File: config.mk
export PLATFORM = sky130hd
export DESIGN_NAME = signed_radix_converter_flat
export DESIGN_NICKNAME = d
export VERILOG_FILES = /design/src/rtl/src_pkg.sv /design/src/rtl/src_if.sv /design/src/rtl/src_front.sv /design/src/rtl/src_queue.sv /design/src/rtl/src_back.sv /design/src/rtl/signed_radix_converter.sv /design/src/flat_wrapper.sv
export VERILOG_INCLUDE_DIRS = /design/src /design/src/rtl
export SDC_FILE = /design/constraint.sdc
export NUM_CORES = 1
export LEC_CHECK = 0
export ABC_CLOCK_PERIOD_IN_PS = 16300
export BUFFER_PORTS_ARGS = -buffer_cell sky130_fd_sc_hd__buf_2
export CAP_MARGIN = 20
export CORE_MARGIN = 2
export CORE_UTILIZATION = 53
export CTS_CLUSTER_SIZE = 25
export DETAILED_ROUTE_END_ITERATION = 8
export PLACE_DENSITY = 0.7
export SYNTH_ARGS = -nofsm -noshare
export SYNTH_HDL_FRONTEND = slang
export SYNTH_SLANG_ARGS = --single-unit
File: constraint.sdc
create_clock -name clk -period 16.3 [get_ports clk]
set_input_delay 1.63 -clock clk [delete_from_list [all_inputs] [get_ports clk]]
set_output_delay 1.63 -clock clk [all_outputs]
set_load 0.05 [all_outputs]
File: src/rtl/assert_macros.svh
// assertion helpers used by src_back
`ifndef ASSERT_MACROS_SVH
`define ASSERT_MACROS_SVH

// plain invariant, checked at every rising clock edge out of reset
`define SRC_ASSERT(label, clk, rst, prop, msg) \
  label: assert property (@(posedge clk) disable iff (rst) (prop)) else $error(msg);

// same-cycle implication
`define SRC_ASSERT_IMP(label, clk, rst, ante, cons, msg) \
  label: assert property (@(posedge clk) disable iff (rst) (ante) |-> (cons)) else $error(msg);

// next-cycle implication
`define SRC_ASSERT_NXT(label, clk, rst, ante, cons, msg) \
  label: assert property (@(posedge clk) disable iff (rst) (ante) |=> (cons)) else $error(msg);

`endif

File: src/rtl/src_pkg.sv
package src_pkg;

  localparam int RADIX_W = 5;
  localparam int CHAR_W = 7;
  localparam int DIGIT_W = 4;

  // quotient bits resolved per divider cycle
  localparam int STEPS_PER_CYCLE = 8;

  localparam logic [RADIX_W-1:0] RADIX_RESET = 5'd2;
  localparam logic [RADIX_W-1:0] RADIX_MIN = 5'd2;
  localparam logic [RADIX_W-1:0] RADIX_MAX = 5'd16;

  localparam logic [CHAR_W-1:0] CHAR_MINUS = 7'h2D;

  localparam logic [CHAR_W-1:0] DIGIT_CHARS [16] = '{
    7'h30, 7'h31, 7'h32, 7'h33, 7'h34, 7'h35, 7'h36, 7'h37,
    7'h38, 7'h39, 7'h41, 7'h42, 7'h43, 7'h44, 7'h45, 7'h46
  };

  function automatic logic [CHAR_W-1:0] digit_char(input logic [DIGIT_W-1:0] d);
    return DIGIT_CHARS[d];
  endfunction

endpackage

File: src/rtl/src_if.sv
interface src_num_if #(
  parameter int VALUE_WIDTH = 32
) ();
  logic                          valid;
  logic                          ready;
  logic signed [VALUE_WIDTH-1:0] value;

  modport source (output valid, output value, input ready);
  modport sink (input valid, input value, output ready);
endinterface

interface src_text_if import src_pkg::*; ();
  logic              valid;
  logic              ready;
  logic [CHAR_W-1:0] char_code;
  logic              last;

  modport source (output valid, output char_code, output last, input ready);
  modport sink (input valid, input char_code, input last, output ready);
endinterface

interface src_cfg_if import src_pkg::*; ();
  logic               valid;
  logic               ready;
  logic [RADIX_W-1:0] data;

  modport source (output valid, output data, input ready);
  modport sink (input valid, input data, output ready);
endinterface

File: src/rtl/src_front.sv
module src_front #(
  parameter int VALUE_WIDTH = 32
) (
  src_num_if.sink                num,
  output logic                   push_valid,
  input  logic                   push_ready,
  output logic [VALUE_WIDTH:0]   push_data
);

  logic                   neg;
  logic [VALUE_WIDTH-1:0] raw;
  logic [VALUE_WIDTH-1:0] mag;

  // magnitude as unsigned so the most negative value survives negation
  always_comb begin
    raw = num.value;
    neg = raw[VALUE_WIDTH-1];
    mag = neg ? (~raw + {{(VALUE_WIDTH-1){1'b0}}, 1'b1}) : raw;
  end

  assign push_valid = num.valid;
  assign num.ready = push_ready;
  assign push_data = {neg, mag};

endmodule

File: src/rtl/src_queue.sv
module src_queue #(
  parameter int WIDTH = 33
) (
  input  logic             clk,
  input  logic             rst,
  input  logic             push_valid,
  output logic             push_ready,
  input  logic [WIDTH-1:0] push_data,
  output logic             pop_valid,
  input  logic             pop_ready,
  output logic [WIDTH-1:0] pop_data
);

  logic [WIDTH-1:0] slot [2];
  logic             wr_ptr;
  logic             rd_ptr;
  logic [1:0]       fill;
  logic             do_push;
  logic             do_pop;

  assign push_ready = (fill != 2'd2);
  assign pop_valid = (fill != 2'd0);
  assign pop_data = slot[rd_ptr];
  assign do_push = push_valid && push_ready;
  assign do_pop = pop_valid && pop_ready;

  always_ff @(posedge clk) begin
    if (rst) begin
      wr_ptr <= 1'b0;
      rd_ptr <= 1'b0;
      fill <= 2'd0;
    end else begin
      if (do_push) wr_ptr <= ~wr_ptr;
      if (do_pop) rd_ptr <= ~rd_ptr;
      case ({do_push, do_pop})
        2'b10: fill <= fill + 2'd1;
        2'b01: fill <= fill - 2'd1;
        default: fill <= fill;
      endcase
    end
  end

  always_ff @(posedge clk) begin
    if (do_push) slot[wr_ptr] <= push_data;
  end

endmodule

File: src/rtl/src_back.sv
`include "assert_macros.svh"

module src_back import src_pkg::*; #(
  parameter int VALUE_WIDTH = 32,
  parameter int MAX_DIGITS = 32
) (
  input  logic               clk,
  input  logic               rst,
  input  logic [RADIX_W-1:0] radix,
  input  logic               pop_valid,
  output logic               pop_ready,
  input  logic [VALUE_WIDTH:0] pop_data,
  src_text_if.source         text
);

  localparam int CHUNKS = (VALUE_WIDTH + STEPS_PER_CYCLE - 1) / STEPS_PER_CYCLE;
  localparam int DW = CHUNKS * STEPS_PER_CYCLE;
  localparam int KW = (CHUNKS > 1) ? $clog2(CHUNKS) : 1;
  localparam int CW = $clog2(MAX_DIGITS + 1);
  localparam int AW = $clog2(MAX_DIGITS);

  typedef enum logic [2:0] {
    B_IDLE = 3'b001,
    B_DIV  = 3'b010,
    B_EMIT = 3'b100
  } back_state_t;

  back_state_t        state;
  logic [DW-1:0]      quo;
  logic [DIGIT_W-1:0] rem;
  logic [KW-1:0]      chunk;
  logic [CW-1:0]      count;
  logic               neg;
  logic [CW-1:0]      remaining;
  logic               sign_pending;
  logic               rd_vld;
  logic               rd_sign;
  logic               rd_last;
  logic [DIGIT_W-1:0] rd_digit;
  logic               out_valid;
  logic [CHAR_W-1:0]  out_char;
  logic               out_last;

  logic [RADIX_W-1:0] eff;
  logic [DW-1:0]      q_w;
  logic [DIGIT_W-1:0] r_w;
  logic [RADIX_W-1:0] t;
  logic               chunk_last;
  logic               stop;
  logic               move;
  logic               issue;
  logic [AW-1:0]      rd_addr;
  logic [DIGIT_W-1:0] stack [MAX_DIGITS];

  always_comb begin
    if (radix < RADIX_MIN) eff = RADIX_MIN;
    else if (radix > RADIX_MAX) eff = RADIX_MAX;
    else eff = radix;
  end

  // restoring long division, a few quotient bits per cycle; remainder stays below base
  always_comb begin
    q_w = quo;
    r_w = rem;
    t = '0;
    for (int i = 0; i < STEPS_PER_CYCLE; i++) begin
      t = {r_w, q_w[DW-1]};
      q_w = {q_w[DW-2:0], 1'b0};
      if (t >= eff) begin
        r_w = DIGIT_W'(t - eff);
        q_w[0] = 1'b1;
      end else begin
        r_w = t[DIGIT_W-1:0];
      end
    end
  end

  assign chunk_last = (chunk == KW'(CHUNKS - 1));
  assign stop = (q_w == '0) || (count == CW'(MAX_DIGITS - 1));

  assign move = rd_vld && (!out_valid || text.ready);
  assign issue = (state == B_EMIT) && (sign_pending || (remaining != '0))
                 && (!rd_vld || move);
  assign rd_addr = AW'(remaining - CW'(1));

  assign pop_ready = (state == B_IDLE);

  always_ff @(posedge clk) begin
    if (rst) begin
      state <= B_IDLE;
      count <= '0;
      chunk <= '0;
      neg <= 1'b0;
      remaining <= '0;
      sign_pending <= 1'b0;
      rd_vld <= 1'b0;
      out_valid <= 1'b0;
    end else begin
      case (state)
        B_IDLE: begin
          if (pop_valid) begin
            neg <= pop_data[VALUE_WIDTH];
            quo <= DW'(pop_data[VALUE_WIDTH-1:0]);
            rem <= '0;
            chunk <= '0;
            count <= '0;
            state <= B_DIV;
          end
        end
        B_DIV: begin
          quo <= q_w;
          if (chunk_last) begin
            rem <= '0;
            chunk <= '0;
            count <= count + CW'(1);
            if (stop) begin
              remaining <= count + CW'(1);
              sign_pending <= neg;
              state <= B_EMIT;
            end
          end else begin
            rem <= r_w;
            chunk <= chunk + KW'(1);
          end
        end
        B_EMIT: begin
          if (!sign_pending && (remaining == '0) && !rd_vld) state <= B_IDLE;
        end
        default: state <= B_IDLE;
      endcase

      // sign goes first, then digits popped from the top of the stack
      if (issue) begin
        rd_vld <= 1'b1;
        if (sign_pending) begin
          rd_sign <= 1'b1;
          rd_last <= 1'b0;
          sign_pending <= 1'b0;
        end else begin
          rd_sign <= 1'b0;
          rd_last <= (remaining == CW'(1));
          remaining <= remaining - CW'(1);
        end
      end else if (move) begin
        rd_vld <= 1'b0;
      end

      if (move) begin
        out_valid <= 1'b1;
        out_char <= rd_sign ? CHAR_MINUS : digit_char(rd_digit);
        out_last <= rd_last;
      end else if (text.ready) begin
        out_valid <= 1'b0;
      end
    end
  end

  always_ff @(posedge clk) begin
    if ((state == B_DIV) && chunk_last) stack[count[AW-1:0]] <= r_w;
  end

  always_ff @(posedge clk) begin
    if (issue && !sign_pending) rd_digit <= stack[rd_addr];
  end

  assign text.valid = out_valid;
  assign text.char_code = out_char;
  assign text.last = out_last;

  `SRC_ASSERT(a_count_bound, clk, rst, count <= CW'(MAX_DIGITS), "digit count past stack depth")
  `SRC_ASSERT_NXT(a_pop_starts_div, clk, rst, (state == B_IDLE) && pop_valid,
                  state == B_DIV, "queue pop did not start a division")
  `SRC_ASSERT_NXT(a_rem_below_base, clk, rst, state == B_DIV,
                  (state != B_DIV) || ({1'b0, rem} < eff), "partial remainder not below base")
  `SRC_ASSERT_NXT(a_last_drains, clk, rst, move && rd_last,
                  (remaining == '0) && !sign_pending && !rd_vld, "last word left work behind")

endmodule

File: src/rtl/signed_radix_converter.sv
// signed_radix_converter: signed integer to ascii text in a base from 2 to 16
//
// channels: num takes one signed value per word; text returns one ascii
// character per word, '-' first for negatives, then digits most significant
// first from 0-9 and A-F, with last set on the final character. cfg writes
// the 5-bit radix (0 and 1 act as 2, above 16 acts as 16); write it only
// while no conversion is in flight. cfg is always ready.
// flow: a value passes a two-word queue, then the divider works out its
// digits least significant first into a digit stack. characters then leave
// at one per cycle while the receiver is ready, read back from the digit
// stack through its registered read port. one conversion is divided at a
// time; the queue takes up to two more values meanwhile.
// reset: radix returns to 2, queue and output are emptied.
// receiver stall: the output register holds its word and the stack read
// stage holds one more; the next division waits until the last digit of
// the current one has left the read stage, and the queue fills behind it.
module signed_radix_converter import src_pkg::*; #(
  parameter int VALUE_WIDTH = 32,
  parameter int MAX_DIGITS = 32
) (
  input logic        clk,
  input logic        rst,
  src_num_if.sink    num,
  src_text_if.source text,
  src_cfg_if.sink    cfg
);

  logic [RADIX_W-1:0]   radix;
  logic                 push_valid;
  logic                 push_ready;
  logic [VALUE_WIDTH:0] push_data;
  logic                 pop_valid;
  logic                 pop_ready;
  logic [VALUE_WIDTH:0] pop_data;

  assign cfg.ready = 1'b1;

  always_ff @(posedge clk) begin
    if (rst) begin
      radix <= RADIX_RESET;
    end else if (cfg.valid) begin
      radix <= cfg.data;
    end
  end

  src_front #(
    .VALUE_WIDTH(VALUE_WIDTH)
  ) u_front (
    .num        (num),
    .push_valid (push_valid),
    .push_ready (push_ready),
    .push_data  (push_data)
  );

  src_queue #(
    .WIDTH(VALUE_WIDTH + 1)
  ) u_queue (
    .clk        (clk),
    .rst        (rst),
    .push_valid (push_valid),
    .push_ready (push_ready),
    .push_data  (push_data),
    .pop_valid  (pop_valid),
    .pop_ready  (pop_ready),
    .pop_data   (pop_data)
  );

  src_back #(
    .VALUE_WIDTH (VALUE_WIDTH),
    .MAX_DIGITS  (MAX_DIGITS)
  ) u_back (
    .clk       (clk),
    .rst       (rst),
    .radix     (radix),
    .pop_valid (pop_valid),
    .pop_ready (pop_ready),
    .pop_data  (pop_data),
    .text      (text)
  );

endmodule

File: src/flat_wrapper.sv
// flat-port wrapper written by rule: the top's interface ports become plain ports
module signed_radix_converter_flat import src_pkg::*;
#(
  parameter int VALUE_WIDTH = 32,
  parameter int MAX_DIGITS = 32
)
  (clk, rst, num_valid, num_value, num_ready, text_valid, text_char_code, text_last, text_ready, cfg_valid, cfg_data, cfg_ready);
  src_num_if #(.VALUE_WIDTH(VALUE_WIDTH)) num_i ();
  src_text_if text_i ();
  src_cfg_if cfg_i ();
  input logic clk;
  input logic rst;
  input wire logic [$bits(num_i.valid)-1:0] num_valid;
  input wire logic [$bits(num_i.value)-1:0] num_value;
  output wire logic [$bits(num_i.ready)-1:0] num_ready;
  output wire logic [$bits(text_i.valid)-1:0] text_valid;
  output wire logic [$bits(text_i.char_code)-1:0] text_char_code;
  output wire logic [$bits(text_i.last)-1:0] text_last;
  input wire logic [$bits(text_i.ready)-1:0] text_ready;
  input wire logic [$bits(cfg_i.valid)-1:0] cfg_valid;
  input wire logic [$bits(cfg_i.data)-1:0] cfg_data;
  output wire logic [$bits(cfg_i.ready)-1:0] cfg_ready;
  assign num_i.valid = num_valid;
  assign num_i.value = num_value;
  assign num_ready = num_i.ready;
  assign text_valid = text_i.valid;
  assign text_char_code = text_i.char_code;
  assign text_last = text_i.last;
  assign text_i.ready = text_ready;
  assign cfg_i.valid = cfg_valid;
  assign cfg_i.data = cfg_data;
  assign cfg_ready = cfg_i.ready;
  signed_radix_converter #(.VALUE_WIDTH(VALUE_WIDTH), .MAX_DIGITS(MAX_DIGITS)) u_core (.clk(clk), .rst(rst), .num(num_i), .text(text_i), .cfg(cfg_i));
endmodule
==> summary.md <==
| Metric | Value |
|---|---|
| Outcome | `finished, final reports clean` |
| Initial Util | `0.537` |
| Ys flop type | `edfxtp_1` |
| Endpoints failing hold | `0` |
| Share of flip-flops with an asynchronous set or reset | `0` |
| Fin Setup TNS | `0 ns` |
| Vias in the first global route | `7891` |
| Post-synthesis net count | `1093` |
| Routed Antenna Nets | `0` |
| I/O pins | `53` |
| Setup-failing EPs final | `0` |
| Worst skew pair latency | `0.55 ns` |
| Largest net degree at the start of global routing | `73` |
| Slowest cell on crit path | `a211oi_1` |
| Crit path capture | `u_core.u_back.remaining[0]$_SDFF_PP0_` |
| Compound-Gate Fraction of Synth Area | `0.0770` |
| Height of the chip | `163 um` |
| Fin. max-slew vios | `0` |
| CTS hold repair buffers | `0` |
| Hold WC Path Type | `flip-flop to flip-flop` |
| R2r setup slk | `3.10 ns` |
| FMAX | `75.7 MHz` |
| Layout cells sized above 1 | `0.173` |
| # port buffers | `51` |
| Relative slew slack | `0.291` |
| Post-DR vias/cell | `5.75` |
| Max cap viols | `0` |
| Most frequent cell on the critical path | `ha_1` |
| Area leader, netlist | `edfxtp_1` |
| Clock sink total | `275` |
| R2r endpoint | `u_core.u_back.remaining[0]$_SDFF_PP0_` |
| Fin nets | `1144` |
| Vias post-DR | `8020` |
| Critical path type | `flip-flop to flip-flop` |
| Routed WL per cell | `18.7 um` |
| First-pass GRT wire length | `41.9 mm` |
| Row count | `58` |
| Core ar. | `0.0250 mm^2` |
| Area growth, synth to finish | `10.9%` |
| CTS tree | `yes` |
| DRC Markers | `0` |
| CTS resizes | `0` |
| Worst Max-Slew Pin Slew | `1.06 ns` |
| Total GRT Usage | `0.201` |
| Sequential area share after synthesis | `0.593` |
| Num CTS Buffers | `28` |
| RePlAce Congestion | `0.833` |
| Final Cell Area | `0.0149 mm^2` |
| DRT Pass-1 Iters | `5` |
| CP Data Arrival Time | `13.65 ns` |
| Yosys reg bits | `275` |
| Antenna diodes | `0` |
| Initial antenna violation count | `0` |
| Crit. End Element | `flip-flop` |
| Post-synthesis simple-gate area fraction | `0.0897` |
| Post-DP Area | `0.0140 mm^2` |
| Max incr delay on CP | `0.54 ns` |
| CP required | `16.75 ns` |
| Worst Setup SP | `u_core.radix[4]$_SDFFE_PP0P_` |
| Largest family of logic cells by synthesized area | `multiplexers` |
| EDFF count, synth | `244` |
| Die width | `163 um` |
| Synth area leaders | `edfxtp_1, mux4_2, ha_1` |
| RR Startpoint | `u_core.radix[4]$_SDFFE_PP0P_` |
| Synthesized area | `0.0134 mm^2` |
| Final wirelength | `26.1 mm` |
| Post-synthesis mux area share | `0.119` |
| Die area | `0.0266 mm^2` |
| Synth cell types | `58` |
| Clk root buf | `clkbuf_16` |
| Clock Tree Buf Depth | `3` |
| Worst-path fanout max | `11` |
| Placed wire-length estimate | `17.6 mm` |
| Final critical-path share of the clock period | `0.810` |
| Grt ovf | `0` |
| Iter 0 DRT Violations | `715` |
| Synth Instances | `992` |
| Post-synthesis xor/xnor area fraction | `0.0360` |
| Synth Warn # | `0` |
| Cells on worst reg2reg path | `46` |
| Post-CTS Setup Repair Bufs | `0` |
| Setup Skew | `0.0170 ns` |
| Top cell type's share of synthesized area | `0.547` |
| Clock period minus worst slack | `13.20 ns` |
| Clk pin slew, worst setup/hold paths | `0.06 ns` |
| Post-synthesis area per instance | `13.5 um^2` |
| CP Launch Type | `flip-flop` |
| Fillers | `1981` |
| Clock H-tree levels | `1` |
| RSZ-0062 raised after global routing | `false` |
| Synth Area in Adders | `0.0596` |
-- state kept, by name (all words and copies together), names as in the netlist, 3 cells and up, named ones only --
signal and flops:
u_core.u_back.stack 128, u_core.u_back.state 3, u_core.u_back.text.char_code 7, u_core.u_back.count 6, u_core.u_queue.slot 66, u_core.u_back.remaining 6, u_core.u_back.rem 4, u_core.u_back.quo 32
u_core.u_back.rd_digit 4, u_core.radix 5
-- cell usage in the layout (no fill, tap or decap), types with 5 or more instances in the layout --
cell type / instances
a211o_1: 8
a211oi_1: 7
a21o_1: 17
a21oi_1: 37
a31oi_1: 7
and3_1: 7
buf_2: 51
buf_4: 9
clkbuf_16: 28
clkinv_1: 10
dfxtp_1: 29
edfxtp_1: 244
fa_1: 8
ha_1: 50
inv_1: 47
mux2_2: 20
mux2i_1: 47
mux4_2: 40
nand2_1: 74
nand2b_1: 5
nand3_1: 12
nand3b_1: 7
nand4_1: 7
nor2_1: 76
nor3_1: 10
nor4_1: 12
o211ai_1: 5
o21ai_0: 52
o31ai_1: 7
o41ai_1: 5
xnor2_1: 48
xor2_1: 7
-- worst min-delay path by stage --
stage / startpoint / endpoint / slack (ns) / cells after the start
finish: u_core.u_back.rd_last$_SDFFCE_PP0P_ / u_core.u_back.text.last$_DFFE_PP_ / 0.43 / 0
global route: u_core.u_back.rd_last$_SDFFCE_PP0P_ / u_core.u_back.text.last$_DFFE_PP_ / 0.45 / 0
CTS: u_core.u_back.rd_last$_SDFFCE_PP0P_ / u_core.u_back.text.last$_DFFE_PP_ / 0.44 / 0
detailed placement: u_core.u_back.rd_last$_SDFFCE_PP0P_ / u_core.u_back.text.last$_DFFE_PP_ / 0.42 / 0
global placement: u_core.u_back.rd_last$_SDFFCE_PP0P_ / u_core.u_back.text.last$_DFFE_PP_ / 0.41 / 0
floorplan: u_core.u_back.rd_last$_SDFFCE_PP0P_ / u_core.u_back.text.last$_DFFE_PP_ / 0.40 / 0
-- area by class of cell --
class | count | area, um^2 | share of cell area
tap | 330 | 413 | 0.0278
multi-input combinational | 631 | 5150 | 0.346
timing repair buffer | 60 | 323 | 0.0217
sequential | 275 | 7950 | 0.535
clock inverter | 20 | 138 | 0.00926
inverter | 47 | 176 | 0.0119
clock buffer | 31 | 712 | 0.0479
-- kinds of logic after synthesis --
group,count (synthesis)
AO/OA/AOI/OAI,164
flip-flops,275
AND/OR/NAND/NOR,245
buffers and inverters,86
adder cells (fa/ha/maj),59
XOR/XNOR,55
other,1
multiplexers,107
-- stage by stage --
stage,hold WS [ns],worst slack [ns],instances,utilization
finish,0.432,3.10,1394,0.595
CTS,0.438,3.16,1394,0.595
global route,0.448,2.21,1394,0.595
floorplan,0.400,3.92,992,-
detailed placement,0.419,3.16,1343,0.561
global placement,0.413,3.64,1342,0.561
-- synth_stat cells (all sizes together), types with 7 or more instances --
master / count
and3: 7
a211oi: 7
inv: 47
a31oi: 7
a21oi: 40
nor4: 14
nand4: 7
nand3: 12
xor2: 7
xnor2: 48
mux4: 40
nand3b: 7
o31ai: 8
buf: 14
nor3: 10
mux2: 20
o21ai: 57
edfxtp: 244
fa: 8
ha: 51
mux2i: 47
or3: 8
clkbuf: 25
nor2: 78
a211o: 8
a21o: 17
dfxtp: 31
nand2: 74
-- worst max-delay path: cells and delay by family (launching register included) --
| family | cells | cell delay [ns] |
|---|---|---|
| flip-flops | 1 | 0.33 |
| AND/OR/NAND/NOR | 4 | 1.08 |
| multiplexers | 5 | 1.66 |
| buffers and inverters | 4 | 0.55 |
| adder cells (fa/ha/maj) | 8 | 2.66 |
| AO/OA/AOI/OAI | 25 | 6.85 |
-- layer usage --
metal	up-vias	global-route usage	part of all wire
met2	209	0.320	0.46
met5	-	0	0
li1	3853	-	-
met4	0	0.0398	0.013
met3	31	0.0260	0.052
met1	3927	0.300	0.48
Power is left out: the tool's default activity adds up to more than one toggle a clock period on the data nets, which glitch-free logic cannot reach.
